[src/rtl/core/display_output_controller_core_assert.svh]
// Assertion macros shared by the display output controller core.
`ifndef DISPLAY_OUTPUT_CONTROLLER_CORE_ASSERT_SVH
`define DISPLAY_OUTPUT_CONTROLLER_CORE_ASSERT_SVH

// Check that the consequent holds in the same cycle as the antecedent.
`define DOC_ASSERT_SAME(lbl, ante, cons) \
    lbl: assert property (@(posedge aclk) disable iff (!aresetn) (ante) |-> (cons)) \
        else $error("display controller check failed");

// Check that the consequent holds in the cycle after the antecedent.
`define DOC_ASSERT_NEXT(lbl, ante, cons) \
    lbl: assert property (@(posedge aclk) disable iff (!aresetn) (ante) |=> (cons)) \
        else $error("display controller check failed");

`endif

[src/rtl/core/doc_pkg.sv]
package doc_pkg;

    localparam int DigitCount = 4;

    // Command codes
    localparam logic [2:0] OP_NONE      = 3'd0;
    localparam logic [2:0] OP_CLEAR     = 3'd1;
    localparam logic [2:0] OP_SCAN_DIG  = 3'd2;
    localparam logic [2:0] OP_LED       = 3'd3;
    localparam logic [2:0] OP_ASCII_DIG = 3'd4;
    localparam logic [2:0] OP_DOT_A     = 3'd5;
    localparam logic [2:0] OP_DOT_ONE   = 3'd6;
    localparam logic [2:0] OP_TEXT      = 3'd7;

    // Text line actions
    localparam logic [2:0] TXT_NONE    = 3'd0;
    localparam logic [2:0] TXT_CLEARED = 3'd1;
    localparam logic [2:0] TXT_APPEND  = 3'd2;
    localparam logic [2:0] TXT_SHIFT   = 3'd3;
    localparam logic [2:0] TXT_OVERWR  = 3'd4;

    // Dot matrix choices
    localparam logic [1:0] DOT_BLANK = 2'd0;
    localparam logic [1:0] DOT_A     = 2'd1;
    localparam logic [1:0] DOT_ONE   = 2'd2;

    localparam logic [3:0] DigBlank  = 4'd10;
    localparam logic [7:0] AsciiZero = 8'd48;

    typedef struct packed {
        logic [2:0] opcode;
        logic [1:0] slot;
        logic [7:0] value;
        logic       flag;
    } item_t;

    // Declared high field first so scan_select lands in the low bits
    typedef struct packed {
        logic [5:0]  text_length;
        logic [7:0]  text_char;
        logic [2:0]  text_action;
        logic        dot_write;
        logic [1:0]  dot_choice;
        logic        ascii_write;
        logic [31:0] ascii_digits;
        logic [7:0]  led_pattern;
        logic [7:0]  segment_code;
        logic [7:0]  scan_select;
    } res_t;

    // Active-low segment code, digit values above nine give 8'h00, lighting every segment
    function automatic logic [7:0] seg_code(input logic [3:0] dig);
        logic [7:0] code;
        case (dig)
            4'd0:    code = 8'h03;
            4'd1:    code = 8'h9F;
            4'd2:    code = 8'h25;
            4'd3:    code = 8'h0D;
            4'd4:    code = 8'h99;
            4'd5:    code = 8'h49;
            4'd6:    code = 8'hC1;
            4'd7:    code = 8'h1F;
            4'd8:    code = 8'h01;
            4'd9:    code = 8'h09;
            default: code = 8'h00;
        endcase
        return code;
    endfunction

    // Digit enable strobe per scan position
    function automatic logic [7:0] scan_strobe(input logic [1:0] pos);
        logic [7:0] sel;
        case (pos)
            2'd0:    sel = 8'h02;
            2'd1:    sel = 8'h04;
            2'd2:    sel = 8'h10;
            default: sel = 8'h80;
        endcase
        return sel;
    endfunction

endpackage

[src/rtl/core/display_output_controller_core.sv]
// Display output controller core: scanned seven-segment digits, LEDs and aux strobes.
// Pipeline: an input transfer is registered in the input stage, then its result in the output stage.
// Throughput: one item per cycle unless m_tready stalls the output, set by the single command/update stage.
// Reset: synchronous active-low aresetn empties both stage registers and clears
// scan position, digits, LEDs, ASCII bytes and text line length to zero.
module display_output_controller_core #(
    parameter int LINE_WIDTH = 32
) (
    input  logic        aclk,
    input  logic        aresetn,
    input  logic        s_tvalid,
    output logic        s_tready,
    input  logic [15:0] s_tdata,   // slot[1:0], value[9:2], flag[10], zero[15:11]
    input  logic [2:0]  s_tuser,   // opcode[2:0]
    output logic        m_tvalid,
    input  logic        m_tready,
    // scan_select[7:0], segment_code[15:8], led_pattern[23:16],
    // ascii_digits[55:24], ascii_write[56], dot_choice[58:57], dot_write[59],
    // text_action[62:60], text_char[70:63], text_length[76:71], zero[79:77]
    output logic [79:0] m_tdata
);
    import doc_pkg::*;

    `include "display_output_controller_core_assert.svh"

    logic  in_vld_reg;
    item_t in_item_reg;
    logic  out_vld_reg;
    res_t  out_res_reg;
    res_t  res_calc;
    logic  advance;
    logic  exec_en;

    // Both stages move together whenever the output slot frees up
    assign advance  = !out_vld_reg || m_tready;
    assign exec_en  = in_vld_reg && advance;
    assign s_tready = !in_vld_reg || advance;

    // Capture the input transfer
    always_ff @(posedge aclk) begin
        if (!aresetn) begin
            in_vld_reg <= 1'b0;
        end else if (s_tready) begin
            in_vld_reg <= s_tvalid;
        end
    end

    always_ff @(posedge aclk) begin
        if (s_tready && s_tvalid) begin
            in_item_reg.opcode <= s_tuser;
            in_item_reg.slot   <= s_tdata[1:0];
            in_item_reg.value  <= s_tdata[9:2];
            in_item_reg.flag   <= s_tdata[10];
        end
    end

    doc_exec #(
        .LINE_WIDTH(LINE_WIDTH)
    ) u_exec (
        .aclk    (aclk),
        .aresetn (aresetn),
        .exec_en (exec_en),
        .item    (in_item_reg),
        .res     (res_calc)
    );

    // Hold the result until the master side takes it
    always_ff @(posedge aclk) begin
        if (!aresetn) begin
            out_vld_reg <= 1'b0;
        end else if (advance) begin
            out_vld_reg <= in_vld_reg;
        end
    end

    always_ff @(posedge aclk) begin
        if (exec_en) begin
            out_res_reg <= res_calc;
        end
    end

    assign m_tvalid = out_vld_reg;
    assign m_tdata  = {3'b000, out_res_reg};

    `DOC_ASSERT_NEXT(a_exec_lands, exec_en, m_tvalid)
    `DOC_ASSERT_SAME(a_scan_onehot, m_tvalid, $onehot(m_tdata[7:0]))
    `DOC_ASSERT_SAME(a_len_bound, m_tvalid, (LINE_WIDTH >= 64) || (m_tdata[76:71] <= 6'(LINE_WIDTH)))
    `DOC_ASSERT_SAME(a_shift_full, m_tvalid && (m_tdata[62:60] == TXT_SHIFT), m_tdata[76:71] == 6'(LINE_WIDTH))

endmodule

[src/rtl/core/doc_exec.sv]
module doc_exec #(
    parameter int LINE_WIDTH = 32
) (
    input  logic           aclk,
    input  logic           aresetn,
    input  logic           exec_en,
    input  doc_pkg::item_t item,
    output doc_pkg::res_t  res
);
    import doc_pkg::*;

    localparam int LenW = $clog2(LINE_WIDTH + 1);

    logic [1:0]      pos_reg, pos_next;
    logic [3:0]      dig_reg   [DigitCount];
    logic [3:0]      dig_next  [DigitCount];
    logic [3:0]      led_reg, led_next;
    logic [7:0]      asc_reg   [DigitCount];
    logic [7:0]      asc_next  [DigitCount];
    logic [LenW-1:0] len_reg, len_next;

    logic       asc_wr;
    logic [1:0] dot_sel;
    logic       dot_wr;
    logic [2:0] txt_act;
    logic [7:0] txt_chr;

    // Decode the command and form the next state
    always_comb begin
        pos_next = pos_reg + 2'd1;
        dig_next = dig_reg;
        led_next = led_reg;
        asc_next = asc_reg;
        len_next = len_reg;
        asc_wr   = 1'b0;
        dot_sel  = DOT_BLANK;
        dot_wr   = 1'b0;
        txt_act  = TXT_NONE;
        txt_chr  = 8'h00;
        unique case (item.opcode)
            OP_NONE: begin
            end
            OP_CLEAR: begin
                for (int i = 0; i < DigitCount; i++) begin
                    dig_next[i] = 4'd0;
                    asc_next[i] = 8'h00;
                end
                led_next = 4'h0;
                len_next = '0;
                asc_wr   = 1'b1;
                dot_wr   = 1'b1;
                txt_act  = TXT_CLEARED;
            end
            OP_SCAN_DIG: begin
                dig_next[item.slot] = (item.value > 8'(DigBlank)) ? DigBlank
                                                                  : item.value[3:0];
            end
            OP_LED: begin
                led_next[item.slot] = item.flag;
            end
            OP_ASCII_DIG: begin
                asc_next[item.slot] = item.value + AsciiZero;
                asc_wr              = 1'b1;
            end
            OP_DOT_A: begin
                dot_sel = DOT_A;
                dot_wr  = 1'b1;
            end
            OP_DOT_ONE: begin
                dot_sel = DOT_ONE;
                dot_wr  = 1'b1;
            end
            OP_TEXT: begin
                if (item.flag) begin
                    // append, or shift then append once the line is full
                    if (len_reg < LenW'(LINE_WIDTH)) begin
                        len_next = len_reg + LenW'(1);
                        txt_act  = TXT_APPEND;
                    end else begin
                        txt_act  = TXT_SHIFT;
                    end
                    txt_chr = item.value;
                end else if (len_reg != '0) begin
                    // overwrite last; dropped on an empty line
                    txt_act = TXT_OVERWR;
                    txt_chr = item.value;
                end
            end
            default: begin
            end
        endcase
    end

    // Form the result from the updated state
    always_comb begin
        res.scan_select  = scan_strobe(pos_next);
        res.segment_code = seg_code(dig_next[pos_next]);
        res.led_pattern  = {~led_next, 4'h0};
        res.ascii_digits = {asc_next[3], asc_next[2], asc_next[1], asc_next[0]};
        res.ascii_write  = asc_wr;
        res.dot_choice   = dot_sel;
        res.dot_write    = dot_wr;
        res.text_action  = txt_act;
        res.text_char    = txt_chr;
        res.text_length  = 6'(len_next);
    end

    // Commit the state on each executed item
    always_ff @(posedge aclk) begin
        if (!aresetn) begin
            pos_reg <= 2'd0;
            led_reg <= 4'h0;
            len_reg <= '0;
            for (int i = 0; i < DigitCount; i++) begin
                dig_reg[i] <= 4'd0;
                asc_reg[i] <= 8'h00;
            end
        end else if (exec_en) begin
            pos_reg <= pos_next;
            led_reg <= led_next;
            len_reg <= len_next;
            dig_reg <= dig_next;
            asc_reg <= asc_next;
        end
    end

endmodule

[config.mk]
export PLATFORM = sky130hd
export DESIGN_NAME = display_output_controller_core
export DESIGN_NICKNAME = d
export VERILOG_FILES = /design/src/rtl/core/doc_pkg.sv /design/src/rtl/core/display_output_controller_core.sv /design/src/rtl/core/doc_exec.sv
export VERILOG_INCLUDE_DIRS = /design/src /design/src/rtl/core
export SDC_FILE = /design/constraint.sdc
export NUM_CORES = 1
export LEC_CHECK = 0
export BUFFER_PORTS_ARGS = -buffer_cell sky130_fd_sc_hd__buf_2
export CORE_MARGIN = 1
export CORE_UTILIZATION = 45
export DETAILED_ROUTE_END_ITERATION = 12
export PLACE_DENSITY = 0.71
export SYNTH_ARGS = -nofsm -noshare
export SYNTH_HDL_FRONTEND = slang
export SYNTH_SLANG_ARGS = --single-unit
[constraint.sdc]
create_clock -name aclk -period 9.8 [get_ports aclk]
set_input_delay 1.96 -clock aclk [delete_from_list [all_inputs] [get_ports aclk]]
set_output_delay 1.96 -clock aclk [all_outputs]
set_load 0.05 [all_outputs]
# Yosys cells after proc, flatten, opt, wreduce, memory -nomap -nowiden
# Memories as Yosys holds them, arrays and structs flattened. A register that Yosys moved wholly into a read port is not among the register bits.
# Index checks and enable logic that the tools add are counted.
[totals]
ff_bits = 141
romBits = 128
inputBits = 23
out_inout_bits = 82
elab_cells = 90
mem_count = 1
[memory_table]
columns = ["name", "words", "width", "rd", "rd_clocked_by_memory_dff", "wr", "line_no", "source"]
rows = [
  ["(name not given)", 16, 8, 1, 1, 0, "doc_pkg.sv:54", "case (dig)"],
]
[classes]
n_addsub = 3
order_cmp = 7
n_eq_ne = 9
muxes = 29
bitwise = 3
n_reduce_logical = 12
[ops]
columns = ["op", "n"]
rows = [
  ["one-hot mux 32 bit (2 select lines)", 1],
  ["bitwise mux 32 bit", 1],
  ["one-hot mux 16 bit (2 select lines)", 1],
  ["2-to-1 mux 8 bit", 3],
  ["one-hot mux 8 bit (3 select lines)", 1],
  ["bitwise mux 16 bit", 1],
  ["demux 8 bit (select 2 bit)", 1],
  ["2-to-1 mux 4 bit", 4],
  ["== test 3 bit (second input constant)", 4],
  ["2-to-1 mux 6 bit", 2],
  ["one-hot mux 6 bit (2 select lines)", 1],
  ["adder 8 x 6 -> 8 bit (second input constant)", 1],
  ["binary-select mux 4 bit (select 2 bit)", 1],
  ["demux 4 bit (select 2 bit)", 1],
  ["greater-than comparator 8 x 4 -> 1 bit (second input constant)", 1],
  ["one-hot mux 4 bit (2 select lines)", 1],
  ["adder 6 x 1 -> 6 bit (second input constant)", 1],
  ["== test 3 x 2 -> 1 bit (second input constant)", 2],
  ["greater-or-equal comparator 3 bit (second input constant)", 2],
  ["less-than comparator 6 bit (second input constant)", 1],
  ["2-to-1 mux 3 bit", 2],
  ["inverter 2 -> 3 bit", 2],
  ["one-hot mux 3 bit (2 select lines)", 1],
  ["nonzero test 6 bit", 1],
  ["18 further kinds", 26],
]

# Longest topological paths before layout
# Gate-level depths: netlist of the first run.
[depth]
word_depth = 10
mapped_depth = 13
ltp_nobuf = 12

# By module
# From an unflattened synthesis of the first run, not the netlist that was laid out.
[hier_totals]
hier_cells = 636
hier_area_um2 = 6658.9
[by_module_without_submodules]
columns = ["module", "n_inst", "cells_per_inst", "area_per_inst_um2", "seq_area_each_um2"]
rows = [
  ["doc_exec", 1, 532, 3796.1, 1201.2],
  ["display_output_controller_core", 1, 104, 2862.7, 2772.7],
]

# Worst setup path before layout of the first run
# OpenSTA, ideal clock, no wires.
[synth_timing]
path_type = "input -> register"
start = "input port m_tready"
end = "register m_tdata[10] (netlist name)"
setup_time_ps = 460
arrival_time_ps = 4528
required_ps = 9340
path_slack_ps = 4812
stages = 5
path_buffers = 2
path_cell_list = "nor2b_1 > nand2b_1 > clkbuf_1 > clkinv_1 > clkbuf_1"
[synth_between]
elab_chain_cells = 2
[synth_lines]
columns = ["item", "line_no", "source"]
rows = [
  ["start: declaration", "display_output_controller_core.sv:16", "input logic m_tready,"],
  ["logical OR 1 bit", "display_output_controller_core.sv:35", "assign advance = !out_vld_reg || m_tready;"],
  ["logical AND 1 bit", "display_output_controller_core.sv:36", "assign exec_en = in_vld_reg && advance;"],
  ["named net exec_en", "display_output_controller_core.sv:32", "logic exec_en;"],
]
# The timed path passes the listed nets, and every way through them passes these cells.
# A chain may end at the register's enable or synchronous reset.

# Worst setup path in the final report of the first run
[layout_timing]
start = "input port m_tready"
end = "output port s_tready"
[layout_between]
elab_chain_cells = 2
[layout_lines]
columns = ["item", "line_no", "source"]
rows = [
  ["logical OR 1 bit", "display_output_controller_core.sv:35", ""],
  ["logical OR 1 bit", "display_output_controller_core.sv:37", "assign s_tready = !in_vld_reg || advance;"],
  ["end: declaration", "display_output_controller_core.sv:12", "output logic s_tready,"],
]
# Every way passes these cells.

==> results.cfg, run 1 <==
[cells_and_area]
largest_register_ffs = 69
fill_cells = 1236
antennaDiodeCount = 0
area_growth_pct = 17.23
layout-drive-gt1-share_pct = 20.36
post-route-util_pct = 54.10
nets = 685

[clock_network]
cts_tree = done
cts-resized-gates = 0
numCtsBuffers = 17
cts_hold_buf = 0
cts-root-buf = clkbuf_16
cts.sinks = 145
post_cts_buffers = 0
clk_latency_ns = 0.43
path_clk_slew_ns = 0.06
clockBufferDepth = 2
htreeDepth = 4

[outcome]
status = complete, no violations

[timing]
fmax_mhz = 220.6
whs_ns = 0.4693
finalMaxSlewViolations = 0
rsz0062_at_grt = false
fin_crit_sh_pct = 46.26
setup-violations-final = 0
period_minus_slack_ns = 4.534
fin_skew_ns = 0.009970
timing.final.hold_violations = 0
relSlewSlack_pct = 34.87
tightest_slew_ns = 0.9769
finalSetupTns_ns = 0

[worst_setup_path]
crit_path_start_kind = input port
required_ns = 7.84
worst_path_largest_cell_delay_ns = 0.22
crit_arrival_ns = 2.57
worstPathCellList = buf_2, nor2b_1, nand2_1, buf_2
path_common_cell = buf_2
rr_worst_depth = 8
end_kind = output port
critPathKind = in -> out
cpMaxStageDelayCell = buf_2
cp_max_fo = 4

[grt]
grtUsageTotal_pct = 19.79
grt_util_met1_pct = 25.05
use_met2_pct = 32.10
grt_pass1_vias = 4418
grt_pass1_wl_mm = 22.07
overflow = 0
busiest_layer = met2
met3_usage_pct = 5.357
grt_max_degree = 82
antenna_found_initial = 0

[floorplanning]
die_w_um = 121.3
dieArea_um2 = 14720
die_y_um = 121.3
num_rows = 43
initial_core_util_pct = 46.15
io-pin-count = 105
coreArea_um2 = 13880

[detailed_routing]
vias = 4679
dr.pass1.iters = 4
routed_via_density = 5.550
routedWlPerCell_um = 16.57
postRouteAntennaNets = 0
drt_wl_total_mm = 13.97
drtIter0Drc = 467
route.detailed.drc = 0

[pwr]
power_mw = 1.553
pwr-share-seq_pct = 45.7
p_switching_uw = 426.9
p_clk_share_pct = 40.3
ir_drop_v = 0.0001366
p_int_mw = 1.126
cellLeakagePower_nw = 2.980
powerDensity_nw_per_um2 = 206.8
swShare_pct = 27.49
combPwrFrac_pct = 14.0

[yosys]
synth-main-ff-cell = edfxtp_1
synth.avg_cell_area_um2 = 11.18
yosys.cell_count.top_type = edfxtp_1
ys_warn_count = 0
synth_common_cells = 83 x edfxtp_1, 77 x nor2_1, 62 x dfxtp_1, 50 x nand2_1, 35 x nor3b_1
synth_area_um2 = 6406
synth_seq_cells = 145
synthCells = 573
yosysTopAreaCell = edfxtp_1
synthDistinctLibCells = 53
synth.top_cell.area_share_pct = 38.91
synth_edf_count = 83
synth.area.top_cells = edfxtp_1 39%, dfxtp_1 19%, nor2_1 4.5%
seq_area_frac_synth_pct = 58.28
synthArstFlopShare_pct = 0

[place]
place_congestion = 0.8396
post-dp-hpwl_mm = 9.223
io_buffers = 88

[job]
maxCapViolCount = 0

[worst_hold_path]
hold_path_class = reg -> reg
holdPathStages = 2
==> critical path, delay by kind of cell <==
kind          cells  cell delay, ns
buf+inv           2            0.32
simple gates      2            0.29
==> per-layer routing <==
metal / vias to the layer above / part of all wire, % / wire [um]
met2: 170 / 49 / 6789
li1: 2219 / - / -
met1: 2268 / 43 / 6076
met5: - / 0 / 0
met4: 0 / 1.8 / 247
met3: 22 / 6.1 / 855
==> per-stage QoR <==
step	cells	area (um2)	setup WS [ns]
CTS	843	7510	5.262
detailed placement	811	6925	5.263
floorplan	583	6444	4.812
global placement	811	6925	5.302
finish	843	7510	5.266
global route	843	7510	5.214
==> path summary, 6_finish.rpt <==
| path | start | end | slack (ns) |
|---|---|---|---|
| max | m_tready | s_tready | 5.27 |
| min | u_exec.asc_reg[31] | u_exec.asc_reg[31] | 0.47 |
| max reg2reg | in_item_reg[12] | m_tdata[11] | 6.52 |
| min reg2reg | u_exec.asc_reg[31] | u_exec.asc_reg[31] | 0.47 |
==> cell families after synthesis <==
family | synth area share, %
other | 0.05854
buffers and inverters | 4.063
muxes | 0.9375
adders and majority gates | 2.344
DFF | 58.28
and+or+nand+nor | 19.69
xor gates and xnor gates | 0.4102
AOI/OAI and AO/OA | 14.22
==> area by class of cell <==
cell class	instances	area (um2)	share of cell area [%]
Sequential cell	145	3734	49.72
Multi-Input combinational cell	381	2452	32.66
Clock buffer	21	481.7	6.415
Timing Repair Buffer	90	455.4	6.065
Tap cell	180	225.2	2.999
Clock inverter	11	102.6	1.366
Inverter	15	58.81	0.7831
==> power by group through the flow <==
stage | clock network [mW] | logic [mW] | registers (mW)
4_1_cts | 0.637 | 0.218 | 0.709
5_1_grt | 0.666 | 0.236 | 0.713
3_3_place_gp | 0 | 0.211 | 0.719
2_1_floorplan | 0 | 0.119 | 0.773
6_report | 0.626 | 0.218 | 0.709
3_5_place_dp | 0 | 0.217 | 0.721
==> placed cells by master (no fill, tap or decap), types with 4 or more instances in the layout <==
cell type	count
edfxtp_1	83
a211oi_1	4
nand2_1	50
nor3b_1	35
clkbuf_16	18
a21boi_0	6
ha_1	12
dfxtp_1	62
a32oi_1	6
or2_2	4
a22oi_1	6
mux2i_1	6
o211a_1	12
nand2b_1	15
nor2_1	77
a22o_1	24
a221oi_1	15
inv_1	14
o21bai_1	6
nor2b_1	13
o21ai_0	16
conb_1	11
and2_1	14
nor3_1	5
buf_2	88
a21oi_1	7
Note: power is estimated with default switching activity, not from simulation.
==> run 2, diff against run 1 <==
==> constraint.sdc (replaced) <==
create_clock -name aclk -period 4.7 [get_ports aclk]
set_input_delay 0.94 -clock aclk [delete_from_list [all_inputs] [get_ports aclk]]
set_output_delay 0.94 -clock aclk [all_outputs]
set_load 0.05 [all_outputs]
==> run 2 against run 1 <==
Critical path depth up 8. First-iteration DRC count decreased by 10%. Register-to-register slack got worse by 5.1 ns.
==> results.cfg, run 2 (synthesized netlist as in run 1, its figures left out) <==
[outcome]
status = complete, no violations

[cells_and_area]
layout-drive-gt1-share_pct = 20.21
multi_input_area_um2 = 2452
fin_cells = 843
antennaDiodeCount = 0
final_common_cell = buf_2
mostFrequentLayoutCells = 88 x buf_2, 83 x edfxtp_1, 77 x nor2_1, 62 x dfxtp_1, 50 x nand2_1
nets = 685
fill_cells = 1207
register_area_um2 = 3734
area_growth_pct = 16.66
largest_register_ffs = 69

[pwr]
pwr-share-seq_pct = 47.0
cellLeakagePower_nw = 2.952
p_clk_share_pct = 38.6
swShare_pct = 28.87
powerDensity_nw_per_um2 = 420.8
combPwrFrac_pct = 14.4
p_switching_uw = 907.8
p_int_mw = 2.237
ir_drop_v = 0.0002441

[clock_network]
clk_latency_ns = 0.42
cts.sinks = 145
path_clk_slew_ns = 0.06
cts_hold_buf = 0
cts_tree = done
htreeDepth = 4
cts-root-buf = clkbuf_16
numCtsBuffers = 17
cts-resized-gates = 0
clockBufferDepth = 2
post_cts_buffers = 0

[worst_setup_path]
startpoint = in_item_reg[5]
cpMaxStageDelayCell = edfxtp_1
worstPathCellList = inv_1, ha_1, or3b_1, or3_1, a22oi_1, mux2i_1, o21ai_1, inv_1, ha_1, inv_1, a21o_1, a21oi_1
worst-path-stages = 12
end_kind = flop
cp_max_fo = 7
worst-path-buf-inv = 3
r2r_slack_ns = 1.45
r2r-start = in_item_reg[5]
cp_top_family = simple AND/OR/NAND/NOR gates
crit_arrival_ns = 3.42
path_common_cell = inv_1
crit_path_start_kind = flop
required_ns = 4.87
critPathKind = reg -> reg
rr_worst_depth = 12
worst_path_largest_cell_delay_ns = 0.50

[timing]
fin_crit_sh_pct = 69.22
fin_ws_ns = 1.447
tightest_slew_ns = 0.9696
period_minus_slack_ns = 3.253
finalMaxSlewViolations = 0
finalSetupTns_ns = 0
relSlewSlack_pct = 35.36
timing.final.hold_violations = 0
fmax_mhz = 307.4
rsz0062_at_grt = false
fin_skew_ns = 0.003861
setup-violations-final = 0

[detailed_routing]
drtIter0Drc = 419
vias = 4678
postRouteAntennaNets = 0
dr.pass1.iters = 5
route.detailed.drc = 0
routed_via_density = 5.549
drt_wl_total_mm = 13.88
routedWlPerCell_um = 16.46

[place]
post-dp-hpwl_mm = 9.065
place_congestion = 0.8232
dp_slack_ns = 1.512
placedCellCount = 811
io_buffers = 88

[floorplanning]
die_y_um = 121.3
coreArea_um2 = 13880
initial_core_util_pct = 46.15
num_rows = 43
io-pin-count = 105
dieArea_um2 = 14720
die_w_um = 121.3

[grt]
grt_pass1_vias = 4369
overflow = 0
grt_max_degree = 123
antenna_found_initial = 0
grt_pass1_wl_mm = 21.70
grtUsageTotal_pct = 19.48

[worst_hold_path]
holdPathStages = 2
min_from = u_exec.asc_reg[23]
hold_path_class = reg -> reg

[job]
maxCapViolCount = 0
-- run 2: area by class of cell --
type,instances,area share [%]
flip-flops and latches,145,49.96
multi-input cells,381,32.81
repair buffers,90,6.262
clock buffers,17,5.692
well taps,180,3.014
clock inverters,15,1.473
inverters,15,0.7869
-- run 2: path summary, 6_finish.rpt --
| kind | endpoint |
|---|---|
| worst min-delay path | u_exec.asc_reg[23] |
| worst max register to register | m_tdata[9] |
| worst min register to register | u_exec.asc_reg[23] |
| worst max-delay path | m_tdata[9] |
-- run 2: power by group through the flow --
stage          Sequential [mW]  Combinational [mW]  Clock [mW]
2_1_floorplan             1.61               0.248           0
3_3_place_gp              1.50               0.441           0
3_5_place_dp              1.50               0.452           0
4_1_cts                   1.48               0.453        1.23
5_1_grt                   1.49               0.490        1.28
6_report                  1.48               0.453        1.21
-- run 2: worst min-delay path, delay by kind of cell (launching register included) --
kind | cells | cell delay [ns]
flip-flops | 1 | 0.31
AO/OA/AOI/OAI | 1 | 0.07
AND/OR/NAND/NOR | 1 | 0.05
-- run 2: metrics by stage --
step           hold WS [ns]  power, mW  cell area [um2]  util (%)
3_3_place_gp         0.4538      1.940             6938     49.98
2_1_floorplan        0.4437      1.859             6444         -
3_5_place_dp         0.4632      1.956             6938     49.98
4_1_cts              0.4714      3.159             7473     53.84
5_1_grt              0.5162      3.256             7473     53.84
6_report             0.4726      3.145             7473     53.84
-- run 2: per-layer routing --
layer | up-vias | global-route usage (%) | wire, um
li1 | 2223 | - | -
met1 | 2274 | 25.14 | 6226
met2 | 163 | 31.32 | 6723
met3 | 18 | 4.464 | 735
met4 | 0 | 8.179 | 193
met5 | - | 0 | 0
==> run 3, diff against run 2 <==
==> constraint.sdc (replaced) <==
create_clock -name aclk -period 3 [get_ports aclk]
set_input_delay 0.6 -clock aclk [delete_from_list [all_inputs] [get_ports aclk]]
set_output_delay 0.6 -clock aclk [all_outputs]
set_load 0.05 [all_outputs]
==> run 3 against run 2 <==
Cell count grew 2.5%. Setup slack lost 1.3 ns. Global-route usage grew 0.49 points. Sequential share of layout area shrank 1.2 points. Critical endpoint unchanged. Total power grew 59%. First-iteration DRC count grew 36%. Highest routed layer unchanged. Hold slack lost 0.13 ns. Combinational power grew 69%. Die area is the same.
==> results.cfg, run 3 (synthesized netlist as in run 1, its figures left out) <==
[timing]
whs_ns = 0.3423
fin_crit_sh_pct = 95.42
fin_skew_ns = 0.006696
finalSetupTns_ns = 0
relSlewSlack_pct = 32.12
timing.final.hold_violations = 0
finalMaxSlewViolations = 0
tightest_slew_ns = 1.018
fmax_mhz = 349.3
period_minus_slack_ns = 2.862
setup-violations-final = 0

[grt]
grt_max_degree = 65
grt_pass1_wl_mm = 22.15
overflow = 0
antenna_found_initial = 0
grt_pass1_vias = 4403
grtUsageTotal_pct = 19.98

[pwr]
ir_drop_v = 0.0002985
power_mw = 5.013
cellLeakagePower_nw = 3.075
powerDensity_nw_per_um2 = 654.0

[worst_setup_path]
worstPathCellList = inv_1, ha_2, or3b_4, or3_4, a22oi_2, mux2i_1, o21ai_2, inv_2, ha_1, inv_1, a21o_1, a21oi_1
cpMaxStageDelayCell = edfxtp_1
r2r_slack_ns = 0.14
end_kind = flop
r2r-start = in_item_reg[6]
crit_path_start_kind = flop
required_ns = 3.18
cp_max_fo = 6
worst-path-buf-inv = 3
crit_arrival_ns = 3.04
path_common_cell = inv_1
rr_worst_depth = 12
worst_path_largest_cell_delay_ns = 0.40
r2r-end = m_tdata[9]
cp_top_family = simple AND/OR/NAND/NOR gates
critPathKind = reg -> reg

[cells_and_area]
area_growth_pct = 19.65
fin_area_um2 = 7665
nets = 706
fill_cells = 1175
post-route-util_pct = 55.22
largest_register_ffs = 69
final_common_cell = buf_2
mostFrequentLayoutCells = 88 x buf_2, 83 x edfxtp_1, 77 x nor2_1, 62 x dfxtp_1, 50 x nand2_1
layout-drive-gt1-share_pct = 23.54
antennaDiodeCount = 0

[place]
placed_cell_area_um2 = 7073
io_buffers = 88
place_congestion = 0.8489
post-dp-hpwl_mm = 9.476

[detailed_routing]
routed_via_density = 5.552
vias = 4797
dr.pass1.iters = 5
postRouteAntennaNets = 0
drt_wl_total_mm = 14.10
drtIter0Drc = 571
route.detailed.drc = 0
routedWlPerCell_um = 16.32

[clock_network]
cts_tree = done
cts.sinks = 145
numCtsBuffers = 17
cts-root-buf = clkbuf_16
cts_hold_buf = 0
htreeDepth = 4
clk_latency_ns = 0.43
clockBufferDepth = 2
path_clk_slew_ns = 0.06

[floorplanning]
dieArea_um2 = 14720
die_w_um = 121.3
num_rows = 43
die_y_um = 121.3
io-pin-count = 105
coreArea_um2 = 13880
initial_core_util_pct = 46.15

[job]
maxCapViolCount = 0

[worst_hold_path]
holdPathStages = 1
hold_path_class = in -> reg
min_to = in_item_reg[10]
min_from = s_tdata[1]

[outcome]
status = complete, no violations
==> run 3: area by class of cell <==
class | count | area (um2) | share of cell area [%]
inverters | 15 | 58.81 | 0.7672
multi-input cells | 381 | 2476 | 32.30
clock inverters | 14 | 116.4 | 1.518
clock buffers | 18 | 429.2 | 5.599
repair buffers | 111 | 625.6 | 8.162
flip-flops and latches | 145 | 3734 | 48.71
well taps | 180 | 225.2 | 2.938
==> run 3: power by group <==
part	internal [mW]	leakage [nW]	switching, mW	total (mW)
logic	0.230	1.52	0.534	0.764
clock network	1.13	0.265	0.821	1.95
registers	2.24	1.29	0.0575	2.29
total	3.60	3.07	1.41	5.01
==> run 3: worst max-delay path by stage <==
stage | start | cells after the start | slack, ns | endpoint
final | in_item_reg[6] | 12 | 0.14 | m_tdata[9]
after global routing | in_item_reg[6] | 12 | -0.02 | m_tdata[10]
after CTS | in_item_reg[6] | 12 | 0.03 | m_tdata[9]
after detailed placement | in_item_reg[6] | 12 | -0.05 | m_tdata[9]
after global placement | in_item_reg[6] | 12 | 0.07 | m_tdata[9]
after floorplan | m_tvalid | 6 | 0.16 | u_exec.dig_reg[13]
==> run 3: timing repair <==
item,4_1_cts,5_1_grt
endpoints found under the hold margin,0,0
setup buffers,0,3
setup endpoints to repair,2,8
resized for setup,1,6
pin swaps,0,2
==> run 3: through the flow <==
| step | worst slack (ns) | std cells |
|---|---|---|
| after floorplan | 0.1612 | 583 |
| after global placement | 0.07220 | 829 |
| after detailed placement | -0.04534 | 829 |
| after CTS | 0.03129 | 861 |
| after global routing | -0.01920 | 864 |
| final | 0.1375 | 864 |
==> run 3: metal layers <==
metal	up-vias	share of wire [%]	GRT usage, %
li1	2272	-	-
met1	2313	45	26.33
met2	185	46	30.47
met3	27	6.8	5.169
met4	0	2.5	9.645
met5	-	0	0
